--- config.mk ---
export PLATFORM = sky130hd
export DESIGN_NAME = fmdd_queue
export DESIGN_NICKNAME = d
export VERILOG_FILES = /design/src/rtl/core/fmdd_pkg.sv /design/src/rtl/core/fmdd_queue.sv
export VERILOG_INCLUDE_DIRS = /design/src /design/src/rtl/core
export SDC_FILE = /design/constraint.sdc
export NUM_CORES = 1
export LEC_CHECK = 0
export BUFFER_PORTS_ARGS = -buffer_cell sky130_fd_sc_hd__buf_2
export CAP_MARGIN = 20
export CORE_UTILIZATION = 56
export DETAILED_ROUTE_END_ITERATION = 7
export GPL_ROUTABILITY_DRIVEN = 0
export PLACE_DENSITY = 0.79
export SLEW_MARGIN = 20
export SYNTH_ARGS = -nofsm -noshare
export SYNTH_HDL_FRONTEND = slang
export SYNTH_SLANG_ARGS = --single-unit
--- constraint.sdc ---
create_clock -name clk -period 3.3 [get_ports clk]
set_input_delay 0 -clock clk [delete_from_list [all_inputs] [get_ports clk]]
set_output_delay 0 -clock clk [all_outputs]
set_load 0.05 [all_outputs]
--- src/rtl/core/fm_discriminator_deemphasis_defines.svh ---
// ----------------------------------------------------------------------------
// FM discriminator assertion macros
// Shared concurrent assertion wrappers, empty when built for synthesis.
// ----------------------------------------------------------------------------
`ifndef FM_DISCRIMINATOR_DEEMPHASIS_DEFINES_SVH
`define FM_DISCRIMINATOR_DEEMPHASIS_DEFINES_SVH

`ifndef SYNTHESIS
`define FMDD_ASSERT(lbl, prop) \
    lbl: assert property (@(posedge clk) disable iff (!rst_n) prop) \
        else $error("property violated");
`define FMDD_NEVER(lbl, expr) \
    lbl: assert property (@(posedge clk) disable iff (!rst_n) !(expr)) \
        else $error("forbidden condition");
`else
`define FMDD_ASSERT(lbl, prop)
`define FMDD_NEVER(lbl, expr)
`endif

`endif

--- src/rtl/core/fmdd_pkg.sv ---
// ----------------------------------------------------------------------------
// FM discriminator package
// Widths, register codes, shared types and helper functions.
// ----------------------------------------------------------------------------
package fmdd_pkg;

    localparam int SAMPLE_WIDTH  = 16;
    localparam int CORDIC_STAGES = 16;
    localparam int ACCUM_WIDTH   = 32;

    localparam int GUARD_BITS  = ACCUM_WIDTH - SAMPLE_WIDTH;
    localparam int DEMOD_SHIFT = 48 - SAMPLE_WIDTH;
    localparam int PROD_W      = 2 * SAMPLE_WIDTH;
    localparam int DOT_W       = 2 * SAMPLE_WIDTH + 1;
    localparam int VEC_W       = 2 * SAMPLE_WIDTH + 4;
    localparam int ANG_W       = 34;
    localparam int COEF_W      = 16;
    localparam int GPROD_W     = ANG_W + COEF_W + 1;
    localparam int FPROD_W     = ACCUM_WIDTH + 1 + COEF_W + 1;
    localparam int ITER_W      = $clog2(CORDIC_STAGES);
    localparam int ATAN_IDX_W  = 5;
    localparam int DECIM_W     = 5;
    localparam int DCNT_W      = 4;
    localparam int CFG_INDEX_W = 8;
    localparam int QUEUE_DEPTH = 4;
    localparam int QPTR_W      = $clog2(QUEUE_DEPTH);

    localparam logic signed [ANG_W-1:0] ANG_HALF_PI = ANG_W'(64'sd1073741824);

    localparam logic [CFG_INDEX_W-1:0] CFG_PRE_DECIMATION  = 8'd0;
    localparam logic [CFG_INDEX_W-1:0] CFG_POST_DECIMATION = 8'd1;
    localparam logic [CFG_INDEX_W-1:0] CFG_DEMOD_GAIN      = 8'd2;
    localparam logic [CFG_INDEX_W-1:0] CFG_DEEMPH_ALPHA    = 8'd3;

    localparam logic [DECIM_W-1:0] PRE_DECIMATION_RST  = 5'd8;
    localparam logic [DECIM_W-1:0] POST_DECIMATION_RST = 5'd5;
    localparam logic [COEF_W-1:0]  DEMOD_GAIN_RST      = 16'd26214;
    localparam logic [COEF_W-1:0]  DEEMPH_ALPHA_RST    = 16'd5240;

    typedef struct packed {
        logic [DECIM_W-1:0] pre_decimation;
        logic [DECIM_W-1:0] post_decimation;
        logic [COEF_W-1:0]  demod_gain;
        logic [COEF_W-1:0]  deemph_alpha;
    } cfg_t;

    typedef struct packed {
        logic signed [SAMPLE_WIDTH-1:0] cur_i;
        logic signed [SAMPLE_WIDTH-1:0] cur_q;
        logic signed [SAMPLE_WIDTH-1:0] prev_i;
        logic signed [SAMPLE_WIDTH-1:0] prev_q;
    } pair_t;

    typedef struct packed {
        logic full;
        logic empty;
    } qstat_t;

    function automatic logic [DECIM_W-1:0] eff_factor(input logic [DECIM_W-1:0] r);
        logic [DECIM_W-1:0] f;
        if (r == '0)
            f = DECIM_W'(1);
        else if (r > DECIM_W'(16))
            f = DECIM_W'(16);
        else
            f = r;
        return f;
    endfunction

    function automatic logic signed [SAMPLE_WIDTH-1:0] sat_sample(
        input logic signed [63:0] v
    );
        logic signed [63:0] hi;
        logic signed [63:0] lo;
        logic signed [SAMPLE_WIDTH-1:0] r;
        hi = (64'sd1 <<< (SAMPLE_WIDTH - 1)) - 64'sd1;
        lo = -hi - 64'sd1;
        if (v > hi)
            r = SAMPLE_WIDTH'(hi);
        else if (v < lo)
            r = SAMPLE_WIDTH'(lo);
        else
            r = SAMPLE_WIDTH'(v);
        return r;
    endfunction

    function automatic logic signed [ANG_W-1:0] atan_entry(
        input logic [ATAN_IDX_W-1:0] k
    );
        logic [31:0] a;
        case (k)
            5'd0:    a = 32'd536870912;
            5'd1:    a = 32'd316933406;
            5'd2:    a = 32'd167458907;
            5'd3:    a = 32'd85004756;
            5'd4:    a = 32'd42667331;
            5'd5:    a = 32'd21354465;
            5'd6:    a = 32'd10679838;
            5'd7:    a = 32'd5340245;
            5'd8:    a = 32'd2670163;
            5'd9:    a = 32'd1335087;
            5'd10:   a = 32'd667544;
            5'd11:   a = 32'd333772;
            5'd12:   a = 32'd166886;
            5'd13:   a = 32'd83443;
            5'd14:   a = 32'd41722;
            5'd15:   a = 32'd20861;
            5'd16:   a = 32'd10430;
            5'd17:   a = 32'd5215;
            5'd18:   a = 32'd2608;
            5'd19:   a = 32'd1304;
            5'd20:   a = 32'd652;
            5'd21:   a = 32'd326;
            5'd22:   a = 32'd163;
            5'd23:   a = 32'd81;
            default: a = 32'd0;
        endcase
        return signed'(ANG_W'(a));
    endfunction

endpackage

--- src/rtl/core/fmdd_queue.sv ---
// ----------------------------------------------------------------------------
// FM discriminator request queue
// Short FIFO of sample pairs between the front end and the back end.
// ----------------------------------------------------------------------------
`include "fm_discriminator_deemphasis_defines.svh"

module fmdd_queue (
    input  logic             clk,
    input  logic             rst_n,
    input  logic             push,
    input  fmdd_pkg::pair_t  push_data,
    input  logic             pop,
    output fmdd_pkg::pair_t  pop_data,
    output fmdd_pkg::qstat_t stat
);

    fmdd_pkg::pair_t mem [fmdd_pkg::QUEUE_DEPTH];

    logic [fmdd_pkg::QPTR_W-1:0] wr_ptr_reg;
    logic [fmdd_pkg::QPTR_W-1:0] rd_ptr_reg;
    logic [fmdd_pkg::QPTR_W:0]   count_reg;

    always_comb
    begin
        stat.full  = (count_reg == (fmdd_pkg::QPTR_W + 1)'(fmdd_pkg::QUEUE_DEPTH));
        stat.empty = (count_reg == '0);
        pop_data   = mem[rd_ptr_reg];
    end

    always_ff @(posedge clk)
    begin
        if (push)
            mem[wr_ptr_reg] <= push_data;
    end

    always_ff @(posedge clk or negedge rst_n)
    begin
        if (!rst_n)
        begin
            wr_ptr_reg <= '0;
            rd_ptr_reg <= '0;
            count_reg  <= '0;
        end
        else
        begin
            if (push)
                wr_ptr_reg <= wr_ptr_reg + fmdd_pkg::QPTR_W'(1);
            if (pop)
                rd_ptr_reg <= rd_ptr_reg + fmdd_pkg::QPTR_W'(1);
            if (push && !pop)
                count_reg <= count_reg + (fmdd_pkg::QPTR_W + 1)'(1);
            else if (pop && !push)
                count_reg <= count_reg - (fmdd_pkg::QPTR_W + 1)'(1);
        end
    end

    `FMDD_NEVER(a_push_when_full, push && stat.full)
    `FMDD_NEVER(a_pop_when_empty, pop && stat.empty)
    `FMDD_ASSERT(a_ptr_gap, (wr_ptr_reg - rd_ptr_reg) == count_reg[fmdd_pkg::QPTR_W-1:0])

endmodule

==> metrics.md <==
| Metric | Value |
|---|---|
| Status | `finished, final reports clean` |
| Cell Chain, Critical Path | `buf_4 > mux4_2 > buf_2` |
| Fill count | `1005` |
| Starting DRT DRC Count | `322` |
| Syn Std Cell Area | `9620 um2` |
| Clock latency on the worst-skew pair | `0.52 ns` |
| CTS tree | `built` |
| Worst Path Required | `3.30 ns` |
| Worst slew pin tran | `0.997 ns` |
| Clock tree buffer depth | `3` |
| Worst setup SP type | `flop` |
| Post-synth cell types | `19` |
| Final instance area | `11900 um2` |
| CP max stage delay | `0.90 ns` |
| Routed WL per cell | `20.9 um` |
| Synthesized area per cell | `26.2 um2` |
| CP max FO | `35` |
| Yosys warnings | `0` |
| FF-to-FF Start | `wr_ptr_reg[0]` |
| Htree depth | `1` |
| Port Buffer Count | `133` |
| CP endpoint kind | `output port` |
| First drt pass iteration count | `4` |
| Sequential share of the synthesized area | `81.7%` |
| DP Cell Count | `709` |
| Vias in the first global route | `5056` |
| RSZ-0062 raised after global routing | `no` |
| Normalized max-slew margin | `33.5%` |
| Finished Layout Cells | `822` |
| Peak VDD IR | `670 uV` |
| Flop-to-flop setup slack | `1.42 ns` |
| Clock-pin slew on the worst setup and hold paths | `0.06 ns` |
| Initial antenna violation count | `1` |
| Leakage | `4.15 nW` |
| Antenna Nets Post-Route | `0` |
| Worst Hold Endpoint | `rd_ptr_reg[0]` |
| Worst EP arrival | `2.60 ns` |
| Nets | `658` |
| Synthesized flop and latch total | `263` |
| Most common cell after layout, fill and taps aside | `edfxtp_1` |
| Core area | `16700 um2` |
| Residual DRC | `0` |
| Hold Startpoint | `pop` |
| Overall power | `11.6 mW` |
| Fin crit share | `78.7%` |
| Max cap viols | `0` |
| Ports | `134` |
| Remaining global-route overflow | `0` |
| Clock sinks | `263` |
| Final setup viols | `0` |
| Max Clk Rate | `385 MHz` |
| Number of CTS-inserted buffers | `25` |
| Via count | `4518` |
| Commonest cells after routing, fill and taps aside | `edfxtp_1 (256), buf_2 (133), dlygate4sd3_1 (68), mux4_2 (64), clkbuf_16 (25)` |
| Placed Area | `10500 um2` |
| Net Count, Synth | `442` |
| TNS Setup | `0 ns` |
| Die area | `17700 um2` |
| Postcts setup bufs | `0` |
| Via density | `5.50` |
| Final hold vios | `0` |
| R2R cell count | `3` |
| Final min period | `2.60 ns` |
| Slew Limit Fails | `0` |
| Clock Skew | `0.0137 ns` |
| Hold path cells | `3` |
| Kind of critical path | `flop to output port` |
| Hold WC Path Type | `input port to flop` |
| Clock root buffer master | `clkbuf_16` |
| FF+latch area | `7870 um2` |
| Largest net degree at the start of global routing | `66` |
| Drt total wl | `17.2 mm` |
| CP top delay family | `flip-flops` |
| Worst path slowest cell | `dfrtp_4` |
| Reg2reg end | `mem[2][60]` |
| PwrDens | `976 nW/um2` |
| Standard-cell rows | `47` |
| Total GRT Usage | `20.4%` |
| DP HPWL | `9.13 mm` |
| Die width | `133 um` |
| Post-Syn Instances | `368` |
| Hold Buf Count CTS | `68` |
| Syn-to-layout area delta | `23.9%` |
| Initial core utilization | `57.6%` |
| PostCTS Resize Cnt | `0` |
| CP Buf/Inv Count | `2` |
| Global-route wire length before repair | `27.2 mm` |
| Multi-input gate area in the final layout | `1650 um2` |
| Share of layout cells above drive strength 1 | `40.1%` |
| Die Ht | `133 um` |
| Number of flip-flops in the largest register | `256` |
[report_power, final]
part | internal (mW) | switching [mW] | total (mW)
clock network | 1.46 | 1.13 | 2.59
logic | 1.35 | 2.85 | 4.19
registers | 4.39 | 0.465 | 4.85
total | 7.19 | 4.44 | 11.6
[through the flow]
stage / setup WS (ns) / utilization (%) / hold slack [ns]
6_report: 0.701 / 71.4 / 0.231
5_1_grt: 0.530 / 71.4 / 0.226
4_1_cts: 0.618 / 71.4 / 0.210
3_5_place_dp: 1.18 / 62.9 / -0.153
3_3_place_gp: 1.23 / 62.9 / -0.165
2_1_floorplan: 0.751 / - / -0.296
[kinds of logic after synthesis]
| logic type | after synthesis | synth area share [%] |
|---|---|---|
| DFF | 263 | 81.7 |
| muxes | 65 | 15.1 |
| buffers and inverters | 18 | 1.25 |
| and+or+nand+nor | 9 | 0.507 |
| xor gates and xnor gates | 6 | 0.546 |
| adders and majority gates | 6 | 0.858 |
| AOI/OAI and AO/OA | 1 | 0.0520 |
[how the worst max path moves through the flow]
stage | slack [ns] | from | to | cells past startpoint
final | 0.70 | rd_ptr_reg[0] | pop_data[25] | 3
after global routing | 0.53 | rd_ptr_reg[0] | pop_data[25] | 3
after CTS | 0.62 | rd_ptr_reg[0] | pop_data[61] | 3
after detailed placement | 1.18 | rd_ptr_reg[0] | pop_data[61] | 3
after global placement | 1.23 | rd_ptr_reg[0] | pop_data[50] | 3
after floorplan | 0.75 | wr_ptr_reg[0] | mem[2][0] | 3
[cell type report]
cell class,instances,share of cell area (%)
Clock inverter,16,0.871
Multi-Input combinational cell,87,13.8
Inverter,4,0.126
Tap cell,220,2.31
Antenna cell,1,0.0210
Timing Repair Buffer,203,11.5
Sequential cell,263,66.0
Clock buffer,28,5.34
[synth_stat cells]
| cell | instances | share of area, % |
|---|---|---|
| and2_1 | 4 | 0.26 |
| nor2_1 | 1 | 0.039 |
| xor2_1 | 4 | 0.36 |
| fa_1 | 1 | 0.21 |
| dfrtp_1 | 7 | 1.8 |
| buf_6 | 5 | 0.58 |
| ha_1 | 5 | 0.65 |
| xnor2_1 | 2 | 0.18 |
| buf_4 | 2 | 0.16 |
| mux2_2 | 1 | 0.12 |
| inv_1 | 4 | 0.16 |
| nand2_1 | 2 | 0.078 |
| buf_2 | 6 | 0.31 |
| nor3b_1 | 1 | 0.078 |
| clkbuf_1 | 1 | 0.039 |
| nor3_1 | 1 | 0.052 |
| o21ai_0 | 1 | 0.052 |
| edfxtp_1 | 256 | 80 |
| mux4_2 | 64 | 15 |
[routing by layer]
metal | routed length (um) | part of all wire [%] | up-vias | global-route usage (%)
met5 | 0 | 0 | - | 0
met4 | 352 | 2.0 | 0 | 6.63
met3 | 1220 | 7.1 | 30 | 4.15
met2 | 8700 | 51 | 170 | 34.4
met1 | 6920 | 40 | 2314 | 27.0
li1 | - | - | 2004 | -
[tightest hold or removal path, cell delays in order]
cell and delay [ns]:
dlygate4sd3_1 0.52, buf_2 0.13, xor2_1 0.06
(Power assumes the default switching activity.)
