==> src/rtl/core/fm_discriminator_deemphasis_defines.svh <==
// ----------------------------------------------------------------------------
// FM discriminator assertion macros
// Shared concurrent assertion wrappers, empty when built for synthesis.
// ----------------------------------------------------------------------------
`ifndef FM_DISCRIMINATOR_DEEMPHASIS_DEFINES_SVH
`define FM_DISCRIMINATOR_DEEMPHASIS_DEFINES_SVH

`ifndef SYNTHESIS
`define FMDD_ASSERT(lbl, prop) \
    lbl: assert property (@(posedge clk) disable iff (!rst_n) prop) \
        else $error("property violated");
`define FMDD_NEVER(lbl, expr) \
    lbl: assert property (@(posedge clk) disable iff (!rst_n) !(expr)) \
        else $error("forbidden condition");
`else
`define FMDD_ASSERT(lbl, prop)
`define FMDD_NEVER(lbl, expr)
`endif

`endif

==> src/rtl/core/fmdd_pkg.sv <==
// ----------------------------------------------------------------------------
// FM discriminator package
// Widths, register codes, shared types and helper functions.
// ----------------------------------------------------------------------------
package fmdd_pkg;

    localparam int SAMPLE_WIDTH  = 16;
    localparam int CORDIC_STAGES = 16;
    localparam int ACCUM_WIDTH   = 32;

    localparam int GUARD_BITS  = ACCUM_WIDTH - SAMPLE_WIDTH;
    localparam int DEMOD_SHIFT = 48 - SAMPLE_WIDTH;
    localparam int PROD_W      = 2 * SAMPLE_WIDTH;
    localparam int DOT_W       = 2 * SAMPLE_WIDTH + 1;
    localparam int VEC_W       = 2 * SAMPLE_WIDTH + 4;
    localparam int ANG_W       = 34;
    localparam int COEF_W      = 16;
    localparam int GPROD_W     = ANG_W + COEF_W + 1;
    localparam int FPROD_W     = ACCUM_WIDTH + 1 + COEF_W + 1;
    localparam int ITER_W      = $clog2(CORDIC_STAGES);
    localparam int ATAN_IDX_W  = 5;
    localparam int DECIM_W     = 5;
    localparam int DCNT_W      = 4;
    localparam int CFG_INDEX_W = 8;
    localparam int QUEUE_DEPTH = 4;
    localparam int QPTR_W      = $clog2(QUEUE_DEPTH);

    localparam logic signed [ANG_W-1:0] ANG_HALF_PI = ANG_W'(64'sd1073741824);

    localparam logic [CFG_INDEX_W-1:0] CFG_PRE_DECIMATION  = 8'd0;
    localparam logic [CFG_INDEX_W-1:0] CFG_POST_DECIMATION = 8'd1;
    localparam logic [CFG_INDEX_W-1:0] CFG_DEMOD_GAIN      = 8'd2;
    localparam logic [CFG_INDEX_W-1:0] CFG_DEEMPH_ALPHA    = 8'd3;

    localparam logic [DECIM_W-1:0] PRE_DECIMATION_RST  = 5'd8;
    localparam logic [DECIM_W-1:0] POST_DECIMATION_RST = 5'd5;
    localparam logic [COEF_W-1:0]  DEMOD_GAIN_RST      = 16'd26214;
    localparam logic [COEF_W-1:0]  DEEMPH_ALPHA_RST    = 16'd5240;

    typedef struct packed {
        logic [DECIM_W-1:0] pre_decimation;
        logic [DECIM_W-1:0] post_decimation;
        logic [COEF_W-1:0]  demod_gain;
        logic [COEF_W-1:0]  deemph_alpha;
    } cfg_t;

    typedef struct packed {
        logic signed [SAMPLE_WIDTH-1:0] cur_i;
        logic signed [SAMPLE_WIDTH-1:0] cur_q;
        logic signed [SAMPLE_WIDTH-1:0] prev_i;
        logic signed [SAMPLE_WIDTH-1:0] prev_q;
    } pair_t;

    typedef struct packed {
        logic full;
        logic empty;
    } qstat_t;

    function automatic logic [DECIM_W-1:0] eff_factor(input logic [DECIM_W-1:0] r);
        logic [DECIM_W-1:0] f;
        if (r == '0)
            f = DECIM_W'(1);
        else if (r > DECIM_W'(16))
            f = DECIM_W'(16);
        else
            f = r;
        return f;
    endfunction

    function automatic logic signed [SAMPLE_WIDTH-1:0] sat_sample(
        input logic signed [63:0] v
    );
        logic signed [63:0] hi;
        logic signed [63:0] lo;
        logic signed [SAMPLE_WIDTH-1:0] r;
        hi = (64'sd1 <<< (SAMPLE_WIDTH - 1)) - 64'sd1;
        lo = -hi - 64'sd1;
        if (v > hi)
            r = SAMPLE_WIDTH'(hi);
        else if (v < lo)
            r = SAMPLE_WIDTH'(lo);
        else
            r = SAMPLE_WIDTH'(v);
        return r;
    endfunction

    function automatic logic signed [ANG_W-1:0] atan_entry(
        input logic [ATAN_IDX_W-1:0] k
    );
        logic [31:0] a;
        case (k)
            5'd0:    a = 32'd536870912;
            5'd1:    a = 32'd316933406;
            5'd2:    a = 32'd167458907;
            5'd3:    a = 32'd85004756;
            5'd4:    a = 32'd42667331;
            5'd5:    a = 32'd21354465;
            5'd6:    a = 32'd10679838;
            5'd7:    a = 32'd5340245;
            5'd8:    a = 32'd2670163;
            5'd9:    a = 32'd1335087;
            5'd10:   a = 32'd667544;
            5'd11:   a = 32'd333772;
            5'd12:   a = 32'd166886;
            5'd13:   a = 32'd83443;
            5'd14:   a = 32'd41722;
            5'd15:   a = 32'd20861;
            5'd16:   a = 32'd10430;
            5'd17:   a = 32'd5215;
            5'd18:   a = 32'd2608;
            5'd19:   a = 32'd1304;
            5'd20:   a = 32'd652;
            5'd21:   a = 32'd326;
            5'd22:   a = 32'd163;
            5'd23:   a = 32'd81;
            default: a = 32'd0;
        endcase
        return signed'(ANG_W'(a));
    endfunction

endpackage

==> src/rtl/core/fmdd_front.sv <==
// ----------------------------------------------------------------------------
// FM discriminator front end
// Accepts I/Q samples, decimates them and pairs each kept sample with the
// previous kept sample for the discriminator.
// ----------------------------------------------------------------------------
module fmdd_front (
    input  logic                                    clk,
    input  logic                                    rst_n,
    input  fmdd_pkg::cfg_t                          cfg,
    input  logic                                    in_valid,
    output logic                                    in_ready,
    input  logic signed [fmdd_pkg::SAMPLE_WIDTH-1:0] in_i,
    input  logic signed [fmdd_pkg::SAMPLE_WIDTH-1:0] in_q,
    input  fmdd_pkg::qstat_t                        qstat,
    output logic                                    push,
    output fmdd_pkg::pair_t                         push_data
);

    logic [fmdd_pkg::DCNT_W-1:0]  pre_cnt_reg;
    logic [fmdd_pkg::DCNT_W-1:0]  pre_cnt_next;
    logic [fmdd_pkg::DECIM_W-1:0] cnt_inc;
    logic                         have_prev_reg;
    logic signed [fmdd_pkg::SAMPLE_WIDTH-1:0] prev_i_reg;
    logic signed [fmdd_pkg::SAMPLE_WIDTH-1:0] prev_q_reg;
    logic                         accept;
    logic                         hit;

    always_comb
    begin
        in_ready = !qstat.full;
        accept   = in_valid && in_ready;
        hit      = (pre_cnt_reg == '0);
        cnt_inc  = {1'b0, pre_cnt_reg} + fmdd_pkg::DECIM_W'(1);
        if (cnt_inc >= fmdd_pkg::eff_factor(cfg.pre_decimation))
            pre_cnt_next = '0;
        else
            pre_cnt_next = cnt_inc[fmdd_pkg::DCNT_W-1:0];
        push             = accept && hit && have_prev_reg;
        push_data.cur_i  = in_i;
        push_data.cur_q  = in_q;
        push_data.prev_i = prev_i_reg;
        push_data.prev_q = prev_q_reg;
    end

    always_ff @(posedge clk or negedge rst_n)
    begin
        if (!rst_n)
        begin
            pre_cnt_reg   <= '0;
            have_prev_reg <= 1'b0;
        end
        else if (accept)
        begin
            pre_cnt_reg <= pre_cnt_next;
            if (hit)
                have_prev_reg <= 1'b1;
        end
    end

    always_ff @(posedge clk)
    begin
        if (accept && hit)
        begin
            prev_i_reg <= in_i;
            prev_q_reg <= in_q;
        end
    end

endmodule

==> config.mk <==
export PLATFORM = sky130hd
export DESIGN_NAME = fmdd_front
export DESIGN_NICKNAME = d
export VERILOG_FILES = /design/src/rtl/core/fm_discriminator_deemphasis_defines.svh /design/src/rtl/core/fmdd_pkg.sv /design/src/rtl/core/fmdd_front.sv
export SDC_FILE = /design/constraint.sdc
export NUM_CORES = 1
export LEC_CHECK = 0
export BUFFER_PORTS_ARGS = -buffer_cell sky130_fd_sc_hd__buf_2
export CAP_MARGIN = 5
export CORE_ASPECT_RATIO = 1.75
export CORE_UTILIZATION = 40
export DETAILED_ROUTE_END_ITERATION = 12
export PLACE_DENSITY = 0.84
export SETUP_SLACK_MARGIN = 0.2
export SYNTH_ARGS = -nofsm -noshare
export SYNTH_HDL_FRONTEND = slang
export SYNTH_SLANG_ARGS = --single-unit
export TNS_END_PERCENT = 20
==> constraint.sdc <==
create_clock -name clk -period 6.75 [get_ports clk]
set_input_delay 0.3375 -clock clk [delete_from_list [all_inputs] [get_ports clk]]
set_output_delay 0.3375 -clock clk [all_outputs]
set_load 0.05 [all_outputs]
==> results of run 1 <==
-- synthesized netlist by cell type (all sizes together) (2+ instances only) --
master | instances | share of area
o21ai | 3 | 0.014
nand2 | 11 | 0.029
ha | 7 | 0.053
inv | 5 | 0.011
buf | 32 | 0.14
edfxtp | 32 | 0.58
dfrtp | 5 | 0.075
nor2 | 2 | 0.0045
-- power by group --
group | internal, W | total, W | switching (W)
combinational | 0.0000700 | 0.000202 | 0.000132
sequential | 0.000272 | 0.000292 | 0.0000202
clock | 0.0000694 | 0.000134 | 0.0000649
-- cell families after synthesis --
kind of cell | after synthesis
DFF | 37
xor gates and xnor gates | 2
and+or+nand+nor | 22
buffers and inverters | 37
adders and majority gates | 7
AOI/OAI and AO/OA | 9
-- layer usage --
metal,wire (microns),up-vias,part of all wire
met5,0,-,0
met4,80,0,0.025
met2,1743,71,0.55
met1,1081,497,0.34
li1,-,529,-
met3,246,6,0.078
-- worst min-delay path by stage --
| stage | end | slack, ns | cells after the start |
|---|---|---|---|
| finish | prev_i_reg[9] | 0.24 | 1 |
| detailed placement | have_prev_reg | 0.17 | 1 |
| floorplan | have_prev_reg | 0.04 | 0 |
| CTS | prev_i_reg[9] | 0.24 | 1 |
| global placement | pre_cnt_reg[3] | 0.16 | 1 |
| global route | prev_q_reg[2] | 0.23 | 1 |
-- cell type report --
class                           instances  area share
Tap cell                               48     0.02844
Timing Repair Buffer                  108      0.2595
Sequential cell                        37      0.5142
Clock buffer                            6     0.03436
Clock inverter                          1    0.001777
Inverter                                5    0.008886
Multi-Input combinational cell         40      0.1528
-- worst reg2reg max path, cell delays in order, from the launching register on --
cell      delay [ns]
dfrtp_1         0.44
ha_1            0.26
xor2_1          0.15
ha_1            0.33
a21o_1          0.19
a31oi_2         0.19
o21ai_2         0.14
o211ai_2        0.15
-- metrics by stage --
step,cell area (sq um),setup slack (ns),total power (W),hold slack (ns)
floorplan,1659,3.228,0.0004591,0.04191
global placement,2026,4.713,0.0004945,0.1616
detailed placement,2026,4.669,0.0005031,0.1662
CTS,2112,4.353,0.0006395,0.2371
global route,2112,4.223,0.0006674,0.2327
finish,2112,4.399,0.0006290,0.2448
==> impl_results.md, run 1 <==
- Slowest CP cell: dfrtp_1
- Crit Reg-Reg Startpoint: pre_cnt_reg[0]
- Non-filler cells, final: 245
- Maxcap violations: 0
- Seq cells post-synth: 37
- CP Cell Sequence: inv_1 > ha_1 > nor4b_4 > buf_4 > and2_1 > buf_2
- Async set or reset register ratio after synthesis: 0.1351
- H-Tree Depth: 2
- Share of cells above drive strength 1: 0.6193
- Multi-input logic area: 322.8 sq um
- Final Core Density: 0.5359
- Antenna violations before repair: 0
- Maximum root-to-sink buffer count: 2
- Yosys warning total: 0
- Adder-Cell Fraction of Synth Area: 0.05279
- Antenna Nets Post-Route: 0
- Die area: 4419 sq um
- LEAKAGE: 0.9831 nW
- Cell variety after synth: 28
- Hold Crit Class: input port to register
- CTS tree: yes
- Post-synthesis compound-gate area fraction: 0.04525
- Final Cycle Share: 0.3483
- Worst setup path class: register to output port
- CTS Buf Count: 5
- Number of flops mapped to enable cells by yosys: 32
- Gr busiest metal: met2
- Cell Area, Synth: 1659 sq um
- Final wirelength: 3.151 mm
- Latest clock arrival within the worst-skew pair: 0.28 ns
- Die width: 50.69 microns
- DRC viols: 0
- TritonCTS Sinks: 37
- Die Ht: 87.20 microns
- Final hold viol count: 0
- Pre-antenna DRT Iters: 3
- Synthesized Nets: 200
- Setup crit end kind: output port
- Fill count: 400
- CP max stage delay: 0.44 ns
- Synth Area in XOR/XNOR: 0.01508
- Arrival time at the worst endpoint: 2.01 ns
- Largest net degree at the start of global routing: 35
- DRT iter0 DRCs: 15
- Reg2reg path depth: 7
- Finish-stage setup viols: 0
- Hpwl dp: 2.575 mm
- GRT Resource Usage Total: 0.1447
- Initial Utilization: 0.4210
- Number of global-route vias before repair: 1012
- Peak VDD IR: 0.1762 mV
- ANT cells: 0
- Hold Path Origin: in_i[9]
- Main combinational cell family by area after synthesis: buffers and inverters
- Pwr/cell area: 297.8 nW/um^2
- Detailed-route via count: 1103
- Port Buffers: 106
- Register area share after synthesis: 0.6546
- Routability Congestion: 0.6824
- IO Pins: 145
- CP startpoint: pre_cnt_reg[0]
- Post-Syn Instances: 114
- FF+latch area: 1086 sq um
- First-pass GRT wire length: 4.471 mm
- Avg Inst Size Synth: 14.55 sq um
- Slew Limit Fails: 0
- Met3 GRT Util: 0.03316
- Setup_tns: 0 ns
- Mux share of post-synthesis cell area: 0
- Least-Margin Pin Slew: 0.4020 ns
- Most frequent cells in the layout: buf_2 (106), edfxtp_1 (32), nand2_1 (10), ha_1 (7)
- M2 GR Usage: 0.2594
- Hold-fix buffers at CTS: 1
- Vias/cell: 4.502
- Worst Setup Start Kind: register
- CTS-repair resized insts: 0
- Post-CTS Setup Bufs: 0
- Most common cell after layout, fill and taps aside: buf_2
- Status: complete, no violations
- R2R Setup Slk: 4.84 ns
- M1 GR Usage: 0.1433
- Clk root buf: clkbuf_8
- Achievable Freq: 425.4 MHz
- Area Overhead vs Synth: 27.30%
- Worst path depth: 6
- Buf/Inv on CP: 3
- Worst Setup EP: push
- Top_reg_cell synth: edfxtp_1
- Clock transition at path regs: 0.07 ns
- Min Tclk post-route: 2.351 ns
- RSZ-0062 raised after global routing: false
- Family with the most delay on the worst path: buffers and inverters
- # nets final: 283
- Clk_skew: 0.005817 ns
- Core area: 3941 sq um
- Post-DR wirelength/cell: 12.86 microns
- CP Max Fanout: 34
- Reg2Reg Capture Point: pre_cnt_reg[2]
- Cell count after placement: 237
- Max-slew headroom: 0.7320
- Post-synthesis simple-gate area fraction: 0.07617
- Congestion Overflow GR: 0
- Row count: 30
- Worst Path Required: 6.41 ns
Power figures use the tool's default switching activity.
==> run 2: changes to the inputs <==
--- a/config.mk
+++ b/config.mk
@@ -5,12 +5,13 @@
 export SDC_FILE = /design/constraint.sdc
 export NUM_CORES = 1
 export LEC_CHECK = 0
+export ABC_AREA = 1
 export BUFFER_PORTS_ARGS = -buffer_cell sky130_fd_sc_hd__buf_2
 export CAP_MARGIN = 5
 export CORE_ASPECT_RATIO = 1.75
-export CORE_UTILIZATION = 40
+export CORE_UTILIZATION = 34
 export DETAILED_ROUTE_END_ITERATION = 12
-export PLACE_DENSITY = 0.84
+export PLACE_DENSITY = 0.76
 export SETUP_SLACK_MARGIN = 0.2
 export SYNTH_ARGS = -nofsm -noshare
 export SYNTH_HDL_FRONTEND = slang
==> constraint.sdc (replaced) <==
create_clock -name clk -period 2.1 [get_ports clk]
set_input_delay 0.105 -clock clk [delete_from_list [all_inputs] [get_ports clk]]
set_output_delay 0.105 -clock clk [all_outputs]
set_load 0.05 [all_outputs]
==> run 2 against run 1 <==
Effect of this change: synthesized cell count grew 20%; total power grew to 4.1 times the previous value; clock power grew to 4.4 times the previous value; cell count grew 16%; non-clock buffer count grew 11; design area grew 8.0%; clock skew shrank 0.0041 ns; critical path type is now register to register; area after synthesis grew 0.23%; sequential cell count is the same; global-route usage shrank 1.5 points; routed wire length grew 4.2%.
==> impl_results.md, run 2 <==
- Clk root buf: clkbuf_8 (unchanged)
- Die area: 5185 sq um (was 4419 sq um)
- Fill count: 447 (was 400)
- Register area share after synthesis: 0.6531 (was 0.6546)
- WHS: 0.01070 ns (was 0.2448 ns)
- LEAKAGE: 1.116 nW (was 0.9831 nW)
- Final Cycle Share: 0.8536
- Number of global-route vias before repair: 1118 (was 1012)
- First-pass GRT wire length: 4.761 mm (was 4.471 mm)
- Maxcap violations: 0 (unchanged)
- Main combinational cell family by area after synthesis: buffers and inverters (unchanged)
- DRT iter0 DRCs: 13 (was 15)
- Post-DR wirelength/cell: 11.56 microns (was 12.86 microns)
- P_int: 0.001574 W (was 0.0004115 W)
- Final hold viol count: 0 (unchanged)
- Latest clock arrival within the worst-skew pair: 0.28 ns (about the same)
- Share of cells above drive strength 1: 0.5216 (was 0.6193)
- Worst Path Required: 2.32 ns (was 6.41 ns)
- Setup_tns: 0 ns (unchanged)
- Pre-CTS setup slack: 0.1854 ns (was 4.669 ns)
- Leading area contributor after synthesis: edfxtp_1 (unchanged)
- Number of flops mapped to enable cells by yosys: 32 (unchanged)
- Slew Limit Fails: 0 (unchanged)
- Top_reg_cell synth: edfxtp_1 (unchanged)
- CP Max Fanout: 6 (was 34)
- Synth Area in XOR/XNOR: 0.005267 (was 0.01508)
- FF+latch area: 1087 sq um (was 1086 sq um)
- Adder-Cell Fraction of Synth Area: 0.05267 (was 0.05279)
- Final wirelength: 3.282 mm (was 3.151 mm)
- Core area: 4707 sq um (was 3941 sq um)
- Most common cell after layout, fill and taps aside: buf_2 (unchanged)
- IO Pins: 145 (unchanged)
- Finish-stage setup viols: 0 (unchanged)
- RSZ-0062 raised after global routing: true (was false)
- # nets final: 317 (was 283)
- ANT cells: 0 (unchanged)
- Cell count after placement: 264 (was 237)
- Post-synthesis compound-gate area fraction: 0.006020 (was 0.04525)
- Least-Margin Pin Slew: 0.2537 ns (was 0.4020 ns)
- Vias/cell: 4.218 (was 4.502)
- Sw frac: 0.3907 (was 0.3458)
- Clock network power share: 0.228 (was 0.213)
- Arrival time at the worst endpoint: 2.01 ns (about the same)
- Antenna violations before repair: 0 (unchanged)
- Final worst setup slack: 0.3074 ns (was 4.399 ns)
- DRC viols: 0 (unchanged)
- Hold Crit Class: input port to register (unchanged)
- Seq cells post-synth: 37 (unchanged)
- Async set or reset register ratio after synthesis: 0.1351 (unchanged)
- Status: complete, no violations (unchanged)
- Non-filler cells, final: 284 (was 245)
- H-Tree Depth: 2 (unchanged)
- Post-Syn Instances: 137 (was 114)
- Worst setup path class: register to register (was register to output port)
- Largest net degree at the start of global routing: 33 (was 35)
- Share of the synthesized area in the top cell type: 0.5779 (was 0.5792)
- Min Tclk post-route: 1.793 ns
- Switching pwr: 0.001009 W (was 0.0002176 W)
- Clk_skew: 0.001716 ns (was 0.005817 ns)
- Port Buffers: 106 (unchanged)
- Area Overhead vs Synth: 37.17% (was 27.30%)
- Sequential share of power: 0.389 (was 0.465)
- Pre-antenna DRT Iters: 4 (was 3)
- GRT Resource Usage Total: 0.1298 (was 0.1447)
- Die Ht: 94.51 microns (was 87.20 microns)
- Achievable Freq: 557.8 MHz
- Most frequent cells in the layout: buf_2 (105), edfxtp_1 (32), nand2_1 (30), inv_1 (12) (was buf_2 (106), edfxtp_1 (32), nand2_1 (10), ha_1 (7))
- Pwr/cell area: 1133 nW/um^2 (was 297.8 nW/um^2)
- Die width: 54.87 microns (was 50.69 microns)
- Detailed-route via count: 1198 (was 1103)
- Max-slew headroom: 0.8309 (was 0.7320)
- Hpwl dp: 2.528 mm (was 2.575 mm)
- Combinational Power Share: 0.383 (was 0.322)
- Avg Inst Size Synth: 12.14 sq um (was 14.55 sq um)
- Post-synthesis simple-gate area fraction: 0.1091 (was 0.07617)
- Synthesized Nets: 223 (was 200)
- Largest cells by area after synthesis: edfxtp_1 (58%), buf_4 (14%), dfrtp_1 (7.5%) (unchanged)
- Multi-input logic area: 300.3 sq um (was 322.8 sq um)
- Routability Congestion: 0.6833 (was 0.6824)
- Congestion Overflow GR: 0 (unchanged)
- Maximum root-to-sink buffer count: 2 (unchanged)
- Row count: 33 (was 30)
- CTS Buf Count: 5 (unchanged)
- Worst Setup Start Kind: register (unchanged)
- TritonCTS Sinks: 37 (unchanged)
- Setup crit end kind: register (was output port)
- Total chip power: 0.002584 W (was 0.0006290 W)
- CTS tree: yes (unchanged)
- Cell Area, Synth: 1663 sq um (was 1659 sq um)
- Yosys warning total: 0 (unchanged)
- Clock transition at path regs: 0.07 ns (about the same)
- Initial Utilization: 0.3533 (was 0.4210)
- Peak VDD IR: 0.6355 mV (was 0.1762 mV)
- Top cells by count, synth: buf_4 (32), edfxtp_1 (32), nand2_1 (30) (was buf_4 (32), edfxtp_1 (32), nand2_1 (10))
- Cell variety after synth: 14 (was 28)
- Antenna Nets Post-Route: 0 (unchanged)
- Mux share of post-synthesis cell area: 0 (unchanged)
[run 2: changes by cell type in the layout (fill, tap and decap cells not counted), sizes merged, moves of 2 or more]
| cell | delta |
|---|---|
| buf | +2 |
| clkinvlp | +2 |
| dlygate4sd3 | +8 |
| inv | +7 |
| nand2 | +19 |
| nand3 | +2 |
| nor2 | +8 |
| o21ai | -2 |
[run 2: timing repair]
action,in CTS,in global routing
pin swaps,0,1
endpoints found under the hold margin,12,1
hold buffers,8,1
setup endpoints to repair,5,5
buffers inserted,0,3
gates resized for setup,2,2
[run 2: kinds of logic after synthesis]
logic type / count (synthesis)
flip-flops: 37
adder cells (fa/ha/maj): 7
XOR/XNOR: 1
buffers and inverters: 45
AND/OR/NAND/NOR: 45
AO/OA/AOI/OAI: 2
[run 2: cell type report]
cell class	instances	area share
tap	52	0.02852
clock inverter	3	0.01810
timing repair buffer	119	0.2918
sequential	37	0.4767
multi-input combinational	55	0.1317
clock buffer	5	0.03017
inverter	13	0.02304
[run 2: final timing paths]
kind,from,to,depth (start not counted),slack (ns)
worst min-delay path,in_q[6],prev_q_reg[6],1,0.01
min in group asynchronous,rst_n,pre_cnt_reg[0],2,0.16
worst max register to register,pre_cnt_reg[0],pre_cnt_reg[3],11,0.31
max in group asynchronous,rst_n,pre_cnt_reg[0],2,1.79
worst max-delay path,pre_cnt_reg[0],pre_cnt_reg[3],11,0.31
worst min register to register,have_prev_reg,have_prev_reg,2,0.47
[run 2: per-stage QoR]
stage	instance area [sq um]	util
6_report	2281	0.4846
4_1_cts	2238	0.4755
5_1_grt	2281	0.4846
2_1_floorplan	1667	-
3_3_place_gp	2042	0.4338
3_5_place_dp	2042	0.4338
[run 2: power by group through the flow]
stage	sequential [W]	clock, W	combinational [W]
global route	0.00102	0.000641	0.00108
detailed placement	0.00102	0	0.000926
CTS	0.00101	0.000620	0.000952
global placement	0.00101	0	0.000906
finish	0.00100	0.000590	0.000990
floorplan	0.00129	0	0.000445
[run 2: critical path, stage by stage (launching register included)]
cell	delay [ns]
dfrtp_2	0.45
ha_1	0.25
xnor2_2	0.16
inv_1	0.07
ha_1	0.30
nand2_1	0.07
nand2_1	0.04
nand2_1	0.05
nand2_1	0.08
nor2_4	0.13
nand2_1	0.07
nand2_1	0.06
[run 2: per-layer routing]
metal / GRT usage / vias up / part of all wire
li1: - / 603 / -
met1: 0.1200 / 520 / 0.33
met2: 0.2380 / 70 / 0.55
met3: 0.04831 / 5 / 0.097
met4: 0.05128 / 0 / 0.018
met5: 0 / - / 0
